$ cat config.mk
export PLATFORM = sky130hd
export DESIGN_NAME = etx_alu
export DESIGN_NICKNAME = d
export VERILOG_FILES = /design/src/etx_pkg.sv /design/src/etx_alu.sv
export SDC_FILE = /design/constraint.sdc
export NUM_CORES = 1
export LEC_CHECK = 0
export ABC_AREA = 1
export ABC_CLOCK_PERIOD_IN_PS = 4910
export BUFFER_PORTS_ARGS = -buffer_cell sky130_fd_sc_hd__buf_2
export CAP_MARGIN = 0
export CORE_MARGIN = 2
export CORE_UTILIZATION = 59
export DETAILED_ROUTE_END_ITERATION = 10
export PLACE_DENSITY = 0.88
export SLEW_MARGIN = 20
export SYNTH_ARGS = -nofsm -noshare
export SYNTH_HDL_FRONTEND = slang
export SYNTH_SLANG_ARGS = --single-unit
$ cat constraint.sdc
create_clock -name i_clk -period 4.91 [get_ports i_clk]
set_input_delay 1.2275 -clock i_clk [delete_from_list [all_inputs] [get_ports i_clk]]
set_output_delay 1.2275 -clock i_clk [all_outputs]
set_load 0.005 [all_outputs]
$ cat src/etx_pkg.sv
`default_nettype none

package etx_pkg;

    // configuration register indexes
    localparam logic [1:0] REG_WINDOW_LENGTH       = 2'd0;
    localparam logic [1:0] REG_START_WINDOW_LENGTH = 2'd1;
    localparam logic [1:0] REG_SAMPLE_INTERVAL_MS  = 2'd2;
    localparam logic [1:0] REG_COST_CEILING        = 2'd3;

    // register reset values
    localparam logic [8:0]  WIN_LEN_RST     = 9'd64;
    localparam logic [8:0]  START_WIN_RST   = 9'd4;
    localparam logic [21:0] SAMPLE_INTV_RST = 22'd1000;
    localparam logic [23:0] CEILING_RST     = 24'd65536;

    // action codes
    localparam logic [2:0] ACT_LINK_INIT    = 3'd0;
    localparam logic [2:0] ACT_PACKET       = 3'd1;
    localparam logic [2:0] ACT_HELLO_LOST   = 3'd2;
    localparam logic [2:0] ACT_LINK_CHANGED = 3'd3;
    localparam logic [2:0] ACT_SAMPLE_TICK  = 3'd4;

    // counters and sequence handling
    localparam logic [15:0] CNT_MAX    = 16'hFFFF;
    localparam logic [15:0] GAP_LIMIT  = 16'd255;
    localparam int          COST_SHIFT = 12;

    // shared arithmetic unit
    localparam int ACC_W     = 80;
    localparam int OPB_W     = 32;
    localparam int STEP_W    = 7;
    localparam int MUL_STEPS = 32;
    localparam int DIV_STEPS = 80;

    typedef logic t_alu_op;
    localparam t_alu_op ALU_MUL = 1'b0;
    localparam t_alu_op ALU_DIV = 1'b1;

    typedef struct packed {
        logic    start;
        t_alu_op op;
    } t_alu_req;

endpackage

`default_nettype wire

$ cat src/etx_alu.sv
`default_nettype none

module etx_alu import etx_pkg::*; (
    input  wire logic             i_clk,
    input  wire logic             i_rst_n,
    input  wire t_alu_req         i_req,
    input  wire logic [ACC_W-1:0] i_opa,
    input  wire logic [OPB_W-1:0] i_opb,
    output logic                  o_done,
    output logic      [ACC_W-1:0] o_result
);

    logic              r_busy;
    logic              r_done;
    t_alu_op           r_op;
    logic [STEP_W-1:0] r_cnt;
    logic [ACC_W-1:0]  r_acc;
    logic [ACC_W-1:0]  r_a;
    logic [OPB_W-1:0]  r_b;
    logic [OPB_W-1:0]  r_rem;

    logic [ACC_W-1:0]  mul_next;
    logic [OPB_W:0]    trial;
    logic [OPB_W:0]    diff;
    logic              qbit;
    logic [OPB_W-1:0]  rem_next;

    // shift-add multiply step, msb of multiplier first
    assign mul_next = {r_acc[ACC_W-2:0], 1'b0} + (r_b[OPB_W-1] ? r_a : '0);

    // restoring divide step
    assign trial    = {r_rem, r_acc[ACC_W-1]};
    assign diff     = trial - {1'b0, r_b};
    assign qbit     = ~diff[OPB_W];
    assign rem_next = qbit ? diff[OPB_W-1:0] : trial[OPB_W-1:0];

    // control
    always_ff @(posedge i_clk) begin
        if (!i_rst_n) begin
            r_busy <= 1'b0;
            r_done <= 1'b0;
        end else begin
            r_done <= 1'b0;
            if (i_req.start) begin
                r_busy <= 1'b1;
            end else if (r_busy && r_cnt == '0) begin
                r_busy <= 1'b0;
                r_done <= 1'b1;
            end
        end
    end

    // datapath
    always_ff @(posedge i_clk) begin
        if (i_req.start) begin
            r_op  <= i_req.op;
            r_acc <= (i_req.op == ALU_MUL) ? '0 : i_opa;
            r_a   <= i_opa;
            r_b   <= i_opb;
            r_rem <= '0;
            r_cnt <= (i_req.op == ALU_MUL) ? STEP_W'(MUL_STEPS - 1) : STEP_W'(DIV_STEPS - 1);
        end else if (r_busy) begin
            r_cnt <= r_cnt - 1'b1;
            if (r_op == ALU_MUL) begin
                r_acc <= mul_next;
                r_b   <= {r_b[OPB_W-2:0], 1'b0};
            end else begin
                r_acc <= {r_acc[ACC_W-2:0], qbit};
                r_rem <= rem_next;
            end
        end
    end

    assign o_done   = r_done;
    assign o_result = r_acc;

endmodule

`default_nettype wire

==> summary.md, run 1 <==
| Metric | Value |
|---|---|
| Iteration-0 DRC Markers | `1,901` |
| Post-synthesis sequential area ratio | `33.09%` |
| Core box area | `33,620 µm²` |
| Hold Vio Cnt, Final | `0` |
| Via count | `20,020` |
| Syn avg cell area | `6.461 µm²` |
| CTS tree | `built` |
| Post-Synthesis Cells | `3,128` |
| Max Clk Rate | `275.8 MHz` |
| VDD IR max | `0.3291 mV` |
| DIE WIDTH | `189.1 µm` |
| WP data arrival | `3.96 ns` |
| Relative slew slack | `36.32%` |
| Drt total wl | `60.82 mm` |
| Root buffer cell | `clkbuf_16` |
| Area share of the largest cell type after synthesis | `29.72%` |
| WHS Endpoint | `o_done$_SDFF_PP0_` |
| Total track usage | `33.69%` |
| Slowest cell on crit path | `buf_4` |
| Area of the multi-input gates | `11,020 µm²` |
| WS Path Type | `flip-flop to flip-flop` |
| Die ar. | `35,750 µm²` |
| Largest area contributor in the netlist | `edfxtp_1` |
| First-pass DRT Iterations | `5` |
| # clock sinks | `234` |
| Crit path cell chain | `buf_4 -> nand2_1 -> inv_1 -> ha_1 -> inv_1 -> fa_1 -> inv_1 -> nand3_1 -> nand2_1 -> nand2_1 -> nand2_1 -> nand2_1 -> nand2_1 -> nand2_1 -> nand3_1 -> nand2_1 -> nand3_1 -> nand3_1 -> nand2_1 -> nand2_1` |
| Hold Buf Count CTS | `0` |
| Final GP Congestion | `1.028` |
| Vias per cell | `5.304` |
| Layout fillers | `2,998` |
| Fin nets | `3,532` |
| Post-synth EDFFs | `200` |
| Setup TNS | `0 ns` |
| Biggest cell delay along the critical path | `0.54 ns` |
| Skew-Pair Late Insertion Delay | `0.58 ns` |
| Required time of the critical path | `5.24 ns` |
| R2r worst-path depth | `20` |
| Post-synth top flop | `edfxtp_1` |
| CP Capture Type | `flip-flop` |
| Cell Rows | `67` |
| Net Count, Synth | `3,358` |
| Hold WC Path Type | `flip-flop to flip-flop` |
| Ports | `197` |
| Commonest non-fill, non-tap cells in the layout | `1,267 x nand2_1, 575 x inv_1, 234 x nor2_1` |
| Largest net degree at the start of global routing | `88` |
| Worst slew pin tran | `0.9541 ns` |
| RSZ-0062 raised after global routing | `no` |
| Final HPWL DP | `46.42 mm` |
| Vias in the first global route | `19,060` |
| Lkg Pwr | `12.07 nW` |
| Most common cell on crit path | `nand2_1` |
| Placed insts | `3,720` |
| Tmin final | `3.626 ns` |
| IO buf count | `196` |
| Cell area power density | `311.1 nW/µm²` |
| MaxCap Viol Count | `0` |
| Hold path cells | `2` |
| Clock Pin Slew Worst Setup and Hold Paths | `0.06 ns` |
| Netlist Area Pre-Place | `20,210 µm²` |
| CTS Buf Count | `28` |
| Tot Pwr | `7.021 mW` |
| Number of antenna violations at the first check in global routing | `4` |
| Die height | `189.1 µm` |
| Synthesized flop and latch total | `234` |
| Outcome | `finished clean` |
| Grt total ovfl | `0` |
| Reg area | `6686 µm²` |
| First-pass GRT wire length | `96.52 mm` |
| Clock buffer depth | `3` |
| Non-Filler Instances | `3,774` |
| Initial core utilization | `60.12%` |
| Crit path max-delay family | `simple AND/OR/NAND/NOR gates` |
| Clock skew | `0.01934 ns` |
| # H-tree levels | `1` |
| Commonest non-fill, non-tap cell in the layout | `nand2_1` |
| Ratio of cells with drive above 1 in the final layout | `11.55%` |
| Setup bufs post-CTS | `0` |
| Syn-to-layout area delta | `11.66%` |
| Setup ws final | `1.284 ns` |
| # setup viols final | `0` |
| Warnings from Yosys | `0` |
| FF-to-FF setup slack | `1.28 ns` |
| Launching point of the worst reg2reg path | `r_b[31]$_DFFE_PP_` |
| Hold Crit Start | `r_busy$_SDFFE_PN0P_` |
| Synth unique cells | `42` |
| Top post-synthesis cells by area | `edfxtp_1 30%, nand2_1 24%, inv_1 11%` |
| Crit. Startpoint | `r_b[31]$_DFFE_PP_` |
| Post-CTS sizing | `0` |
| WL per Instance | `16.12 µm` |
| DP Worst Slack | `1.289 ns` |
| Async SR Flop Fraction | `0%` |
| Drt drc | `0` |
| Worst path buffer plus inverter count | `4` |
| Final Cycle Share | `73.86%` |
| CP max FO | `58` |
| Routed Antenna Nets | `0` |
| FF-to-FF End | `o_result[61]$_DFFE_PP_` |
| Startpoint Class | `flip-flop` |
| Slew Limit Fails | `0` |
| Hold WS | `0.4776 ns` |
power breakdown:
group | internal (mW) | leakage (nW) | switching (mW) | total, mW
Clock | 1.36 | 0.486 | 0.889 | 2.25
Combinational | 0.733 | 9.29 | 1.48 | 2.21
Sequential | 2.41 | 2.29 | 0.153 | 2.56
sequential cells by signal, summed over array words and instances (netlist names):
signal,flops
o_done,1
r_cnt,7
r_op,1
r_b,32
r_a,80
r_rem,32
r_busy,1
o_result,80
routing by layer:
metal  GRT usage (%)  vias up  share of wire (%)
met2           58.86      834                 47
li1                -    10040                  -
met1           42.56     8995                 40
met3           4.411      149                8.1
met4           12.44        4                4.1
met5               0        -              0.036
metrics by stage:
step / utilization, % / instance area (µm²)
2_1_floorplan: - / 20210
3_3_place_gp: 64.18 / 21580
3_5_place_dp: 64.18 / 21580
4_1_cts: 67.12 / 22560
5_1_grt: 67.12 / 22560
6_report: 67.13 / 22570
cell families (layout without fill, tap and decap cells):
| group | Yosys count | count (layout) | share of synthesized area [%] |
|---|---|---|---|
| fa+ha+maj | 114 | 114 | 7.132 |
| flops | 234 | 234 | 33.09 |
| other cells | 0 | 2 | 0 |
| xor+xnor | 53 | 53 | 2.297 |
| simple gates | 1763 | 1763 | 36.32 |
| buf+inv | 652 | 848 | 12.42 |
| compound gates | 312 | 312 | 8.748 |
synthesized netlist by cell type, types with 3 or more instances:
library cell / instances
nor3_1: 21
nand2_4: 24
inv_2: 9
a21oi_2: 30
a21oi_1: 119
nand3_1: 127
buf_1: 4
buf_6: 4
inv_1: 576
nand3b_1: 12
o21ai_0: 130
nand2_2: 21
dfxtp_1: 34
ha_1: 112
nand2_1: 1268
xnor2_1: 32
o21bai_1: 21
nor2_2: 4
nor2_1: 234
nand3_2: 29
a31oi_1: 3
buf_2: 4
edfxtp_1: 200
xor2_1: 21
clkbuf_1: 52
nor4_1: 8
nand4_1: 8
cell type report:
class	count	share of cell area, %
Sequential cell	234	29.63
Timing Repair Buffer	210	4.896
Inverter	586	9.747
Tap cell	448	2.484
Clock buffer	34	3.343
Clock inverter	18	1.026
Antenna cell	2	0.02218
Multi-Input combinational cell	2242	48.85
tightest hold or removal path: stages (launching register included):
cell	delay [ns]
dfxtp_1	0.33
nand2_1	0.06
nor2_1	0.04
how the worst max path moves through the flow:
stage                                         to  slack, ns  cells past startpoint
after floorplan              r_busy$_SDFFE_PN0P_       1.06                      4
after global placement    o_result[61]$_DFFE_PP_       1.37                     20
after detailed placement  o_result[61]$_DFFE_PP_       1.29                     20
after CTS                 o_result[61]$_DFFE_PP_       1.28                     20
after global routing      o_result[61]$_DFFE_PP_       0.92                     20
final                     o_result[61]$_DFFE_PP_       1.28                     20
No activity file was read; power rests on OpenSTA's default activity.
==> run 2, diff against run 1 <==
--- a/config.mk
+++ b/config.mk
@@ -6,7 +6,7 @@
 export NUM_CORES = 1
 export LEC_CHECK = 0
 export ABC_AREA = 1
-export ABC_CLOCK_PERIOD_IN_PS = 4910
+export ABC_CLOCK_PERIOD_IN_PS = 3550
 export BUFFER_PORTS_ARGS = -buffer_cell sky130_fd_sc_hd__buf_2
 export CAP_MARGIN = 0
 export CORE_MARGIN = 2
==> constraint.sdc (replaced) <==
create_clock -name i_clk -period 3.55 [get_ports i_clk]
set_input_delay 0.8875 -clock i_clk [delete_from_list [all_inputs] [get_ports i_clk]]
set_output_delay 0.8875 -clock i_clk [all_outputs]
set_load 0.005 [all_outputs]
==> summary.md, run 2 (same netlist as run 1, synthesis figures left out) <==
| Metric | Value |
|---|---|
| Slew Limit Fails | `0 (unchanged)` |
| Iteration-0 DRC Markers | `1,702 (-10%)` |
| Final Cycle Share | `93.66% (+20 points)` |
| Worst slew pin tran | `0.9230 ns (-0.03114 ns)` |
| Final GP Congestion | `1.065 (+3.6%)` |
| CTS tree | `built` |
| Ports | `197 (unchanged)` |
| CP Capture Type | `flip-flop` |
| Number of antenna violations at the first check in global routing | `3 (-1)` |
| Combinational power share | `33.4% (+1.9 points)` |
| DIE WIDTH | `189.1 µm (unchanged)` |
| Drt total wl | `60.37 mm (-0.74%)` |
| Max Clk Rate | `300.8 MHz (+9.1%)` |
| IO buf count | `196 (unchanged)` |
| Commonest non-fill, non-tap cells in the layout | `1,267 x nand2_1, 575 x inv_1, 234 x nor2_1` |
| VDD IR max | `0.3862 mV (+17%)` |
| Sequential Power Share | `38.5% (+2.0 points)` |
| P_sw | `3.405 mW (+35%)` |
| First-pass DRT Iterations | `6 (+1)` |
| # clock sinks | `234 (unchanged)` |
| Root buffer cell | `clkbuf_16` |
| Vias per cell | `5.282 (-0.41%)` |
| CTS Buf Count | `26 (-7.1%)` |
| Startpoint Class | `flip-flop` |
| Post-CTS sizing | `0 (unchanged)` |
| Reg area | `6686 µm² (unchanged)` |
| Required time of the critical path | `3.87 ns (-1.37 ns)` |
| Tmin final | `3.325 ns (-0.3014 ns)` |
| Routed Antenna Nets | `0 (unchanged)` |
| MaxCap Viol Count | `0 (unchanged)` |
| Clock Pin Slew Worst Setup and Hold Paths | `0.06 ns (about the same)` |
| First-pass GRT wire length | `95.22 mm (-1.3%)` |
| Core box area | `33,620 µm² (unchanged)` |
| Clock skew | `0.01085 ns (-0.008491 ns)` |
| Initial core utilization | `60.12% (unchanged)` |
| Clock Power Share | `28.1% (-3.9 points)` |
| Fin nets | `3,537 (+0.14%)` |
| Syn-to-layout area delta | `11.21%` |
| Vias in the first global route | `18,850 (-1.1%)` |
| Lkg Pwr | `12.01 nW (-0.45%)` |
| Hold Buf Count CTS | `0 (unchanged)` |
| # setup viols final | `0 (unchanged)` |
| # H-tree levels | `1 (unchanged)` |
| Hold Vio Cnt, Final | `0 (unchanged)` |
| Commonest non-fill, non-tap cell in the layout | `nand2_1` |
| WL per Instance | `15.98 µm (-0.82%)` |
| Relative slew slack | `38.38% (+2.1 points)` |
| Die height | `189.1 µm (unchanged)` |
| Clock buffer depth | `3 (unchanged)` |
| CP max FO | `24 (-59%)` |
| Cell area power density | `409.8 nW/µm² (+32%)` |
| Area of the multi-input gates | `11,020 µm² (unchanged)` |
| P_int | `5.806 mW (+29%)` |
| Layout fillers | `3,129 (+4.4%)` |
| Total track usage | `33.21% (-0.48 points)` |
| Cell Rows | `67 (unchanged)` |
| Grt total ovfl | `0 (unchanged)` |
| Setup TNS | `0 ns (unchanged)` |
| WS Path Type | `flip-flop to flip-flop` |
| Skew-Pair Late Insertion Delay | `0.57 ns (about the same)` |
| Final HPWL DP | `46.89 mm (+1.0%)` |
| WP data arrival | `3.65 ns (-0.31 ns)` |
| Die ar. | `35,750 µm² (unchanged)` |
| Hold WS | `0.4615 ns (-0.01602 ns)` |
| Setup bufs post-CTS | `0 (unchanged)` |
| Drt drc | `0 (unchanged)` |
| RSZ-0062 raised after global routing | `no` |
| Outcome | `finished clean` |
| Sw Ratio | `36.97% (+1.1 points)` |
| Via count | `19,950 (-0.33%)` |
| Largest net degree at the start of global routing | `137 (+56%)` |
| Hold WC Path Type | `flip-flop to flip-flop` |
| Ratio of cells with drive above 1 in the final layout | `11.42% (-0.13 points)` |
[run 2: layer usage]
metal  global-route usage [%]  vias up  wire length, µm  part of all wire, %
met3                    5.097      155             4924                  8.2
met5                        0        -                7                0.012
met4                    13.46        2             2759                  4.6
met2                    56.51      878            28140                   47
li1                         -    10050                -                    -
met1                    42.28     8869            24540                   41
[run 2: worst paths after layout]
kind | start | to | slack, ns | cells after the start
setup / recovery | r_b[31]$_DFFE_PP_ | o_result[77]$_DFFE_PP_ | 0.23 | 17
hold / removal | r_busy$_SDFFE_PN0P_ | o_done$_SDFF_PP0_ | 0.46 | 2
hold reg to reg | r_busy$_SDFFE_PN0P_ | o_done$_SDFF_PP0_ | 0.46 | 2
setup reg to reg | r_b[31]$_DFFE_PP_ | o_result[77]$_DFFE_PP_ | 0.23 | 17
[run 2: power groups by stage]
stage	combinational, mW	sequential [mW]	clock, mW
after global routing	3.43	3.56	2.73
after floorplan	2.03	3.54	0
after CTS	3.02	3.54	2.62
after detailed placement	2.99	3.59	0
final	3.08	3.55	2.59
after global placement	2.97	3.59	0
[run 2: cell type report]
cell class | instances | area share [%]
clock buffers | 34 | 3.073
flip-flops and latches | 234 | 29.75
repair buffers | 217 | 5.317
diodes | 2 | 0.02227
well taps | 448 | 2.494
clock inverters | 14 | 0.5011
inverters | 586 | 9.787
multi-input cells | 2242 | 49.05
[run 2: worst max-delay path, stage by stage (launching register included)]
cell      delay [ns]
edfxtp_1        0.42
buf_4           0.30
nand2_1         0.14
fa_1            0.40
inv_1           0.13
nand3_1         0.09
nand2_1         0.16
nand2_1         0.07
nand2_1         0.16
nand2_1         0.07
nand2_1         0.18
nand2_1         0.15
nand3_1         0.25
nand2_1         0.16
nand3_1         0.11
nand3_1         0.10
nand2_1         0.13
nand2_1         0.07
[run 2: metrics by stage]
stage	instance area [µm²]	util (%)	setup slack [ns]	total power, mW	instances
2_1_floorplan	20210	-	0.03804	5.571	3128
3_3_place_gp	21670	64.45	0.3714	6.553	3727
3_5_place_dp	21670	64.45	0.3852	6.581	3727
4_1_cts	22470	66.84	0.3409	9.177	3775
5_1_grt	22470	66.85	0.06626	9.725	3776
6_report	22470	66.86	0.2251	9.211	3777
==> run 3, diff against run 2 <==
--- a/config.mk
+++ b/config.mk
@@ -10,9 +10,9 @@
 export BUFFER_PORTS_ARGS = -buffer_cell sky130_fd_sc_hd__buf_2
 export CAP_MARGIN = 0
 export CORE_MARGIN = 2
-export CORE_UTILIZATION = 59
+export CORE_UTILIZATION = 50
 export DETAILED_ROUTE_END_ITERATION = 10
-export PLACE_DENSITY = 0.88
+export PLACE_DENSITY = 0.77
 export SLEW_MARGIN = 20
 export SYNTH_ARGS = -nofsm -noshare
 export SYNTH_HDL_FRONTEND = slang
==> summary.md, run 3 (same netlist as run 1, synthesis figures left out) <==
| Metric | Value |
|---|---|
| Skew-Pair Late Insertion Delay | `0.58 ns (about the same)` |
| Sw Ratio | `36.55% (-0.42 points)` |
| Initial core utilization | `50.75% (-9.4 points)` |
| Via count | `19,820 (-0.66%)` |
| Crit. Startpoint | `r_b[31]$_DFFE_PP_` |
| Setup bufs post-CTS | `0 (unchanged)` |
| Routed Antenna Nets | `0 (unchanged)` |
| Commonest non-fill, non-tap cells in the layout | `1,267 x nand2_1, 575 x inv_1, 234 x nor2_1` |
| Die ar. | `42,040 µm² (+18%)` |
| Worst slew pin tran | `1.109 ns (+0.1865 ns)` |
| Post-CTS sizing | `0 (unchanged)` |
| Vias per cell | `5.137 (-2.7%)` |
| Final Cycle Share | `91.34% (-2.3 points)` |
| Die height | `205.0 µm (+8.4%)` |
| WP data arrival | `3.56 ns (-0.09 ns)` |
| Slew Limit Fails | `0 (unchanged)` |
| Total track usage | `29.24% (-4.0 points)` |
| CTS Buf Count | `27 (+3.8%)` |
| Core box area | `39,820 µm² (+18%)` |
| Clock skew | `0.02585 ns (+0.01500 ns)` |
| CP max FO | `57 (+140%)` |
| Root buffer cell | `clkbuf_16` |
| Combinational power share | `32.7% (-0.7 points)` |
| P_sw | `3.467 mW (+1.8%)` |
| Iteration-0 DRC Markers | `1,406 (-17%)` |
| Clock Pin Slew Worst Setup and Hold Paths | `0.06 ns (about the same)` |
| Commonest non-fill, non-tap cell in the layout | `nand2_1` |
| Hold WS | `0.4689 ns (+0.007385 ns)` |
| RSZ-0062 raised after global routing | `no` |
| Grt total ovfl | `0 (unchanged)` |
| Layout fillers | `4,002 (+28%)` |
| Clock Power Share | `29.9% (+1.8 points)` |
| Relative slew slack | `25.58% (-13 points)` |
| Lkg Pwr | `12.10 nW (+0.70%)` |
| FF-to-FF setup slack | `0.31 ns (+0.08 ns)` |
| Outcome | `finished clean` |
| CP Capture Type | `flip-flop` |
| Setup TNS | `0 ns (unchanged)` |
| Sequential Power Share | `37.4% (-1.1 points)` |
| WL per Instance | `16.09 µm (+0.66%)` |
| Tmin final | `3.242 ns (-0.08247 ns)` |
| # setup viols final | `0 (unchanged)` |
| Vias in the first global route | `18,680 (-0.91%)` |
| Drt drc | `0 (unchanged)` |
| MaxCap Viol Count | `0 (unchanged)` |
| Cell Rows | `73 (+9.0%)` |
| Launching point of the worst reg2reg path | `r_b[31]$_DFFE_PP_` |
| DIE WIDTH | `205.0 µm (+8.4%)` |
| Hold Crit Start | `r_busy$_SDFFE_PN0P_` |
| # H-tree levels | `1 (unchanged)` |
| Area of the multi-input gates | `11,030 µm² (about the same)` |
| CTS tree | `built` |
| Ratio of cells with drive above 1 in the final layout | `11.64% (+0.22 points)` |
| P_int | `6.020 mW (+3.7%)` |
| Syn-to-layout area delta | `12.38%` |
| Final GP Congestion | `1.076 (+1.1%)` |
| Hold Vio Cnt, Final | `0 (unchanged)` |
| Number of antenna violations at the first check in global routing | `1 (-2)` |
| Ports | `197 (unchanged)` |
| Startpoint Class | `flip-flop` |
| Final HPWL DP | `49.28 mm (+5.1%)` |
| First-pass DRT Iterations | `7 (+1)` |
| Placed insts | `3,808 (+2.2%)` |
| Clock buffer depth | `3 (unchanged)` |
| IO buf count | `196 (unchanged)` |
| Non-Filler Instances | `3,858 (+2.1%)` |
| # clock sinks | `234 (unchanged)` |
| Max Clk Rate | `308.4 MHz (+2.5%)` |
| Largest net degree at the start of global routing | `72 (-47%)` |
| Drt total wl | `62.08 mm (+2.8%)` |
| Reg area | `6686 µm² (unchanged)` |
| WS Path Type | `flip-flop to flip-flop` |
| Required time of the critical path | `3.87 ns (about the same)` |
| First-pass GRT wire length | `97.46 mm (+2.3%)` |
| VDD IR max | `0.3972 mV (+2.8%)` |
| Cell area power density | `417.7 nW/µm² (+1.9%)` |
| Hold Buf Count CTS | `0 (unchanged)` |
| Fin nets | `3,542 (+0.14%)` |
| Hold WC Path Type | `flip-flop to flip-flop` |
run 3: cell count changes in the layout (fill, tap and decap cells not counted), moves of 2 or more:
cell        change
buf_4           +2
inv_6           +2
clkinv_1        -3
clkinvlp_4      -2
buf_12          +2
clkbuf_8        +4
run 3: per-stage QoR:
step | area (µm²) | util (%) | total power [mW] | setup slack [ns]
floorplan | 20210 | - | 5.571 | 0.03804
global placement | 21820 | 54.80 | 6.625 | 0.3548
detailed placement | 21820 | 54.80 | 6.640 | 0.3098
CTS | 22710 | 57.02 | 9.488 | 0.3389
global route | 22710 | 57.02 | 10.01 | 0.02976
finish | 22710 | 57.03 | 9.487 | 0.3075
run 3: power groups by stage:
stage	Sequential (mW)	Clock, mW	Combinational, mW
floorplan	3.54	0	2.03
global placement	3.61	0	3.02
detailed placement	3.60	0	3.04
CTS	3.55	2.88	3.06
global route	3.58	2.96	3.47
finish	3.55	2.84	3.10
run 3: area by class of cell:
type                    count  area share, %
flip-flops and latches    234          29.44
diodes                      1        0.01102
clock buffers              39          3.394
clock inverters            10         0.4958
inverters                 586          9.685
well taps                 525          2.892
repair buffers            221          5.504
multi-input cells        2242          48.58
run 3: worst paths after layout:
check | endpoint | cells past startpoint
max | o_result[50]$_DFFE_PP_ | 17
min | o_done$_SDFF_PP0_ | 2
max reg2reg | o_result[50]$_DFFE_PP_ | 17
min reg2reg | o_done$_SDFF_PP0_ | 2
run 3: per-layer routing:
metal,GRT usage [%],part of all wire [%],vias to the layer above
li1,-,-,10040
met1,37.85,42,8946
met2,50.19,47,702
met3,4.248,7.3,128
met4,9.327,3.5,0
met5,0,0,-
run 3: worst max-delay path, cell delays in order, from the launching register on:
cell	delay, ns
edfxtp_1	0.44
buf_12	0.23
nand2_1	0.09
inv_1	0.04
ha_1	0.35
nand2_1	0.13
nor2_1	0.26
nand3_1	0.13
nand3_1	0.26
nand2_1	0.09
nand2_1	0.13
nand2_1	0.07
nand2_1	0.21
nand2_1	0.12
nand3_1	0.08
nand3_1	0.17
nand2_1	0.12
nand2_1	0.06
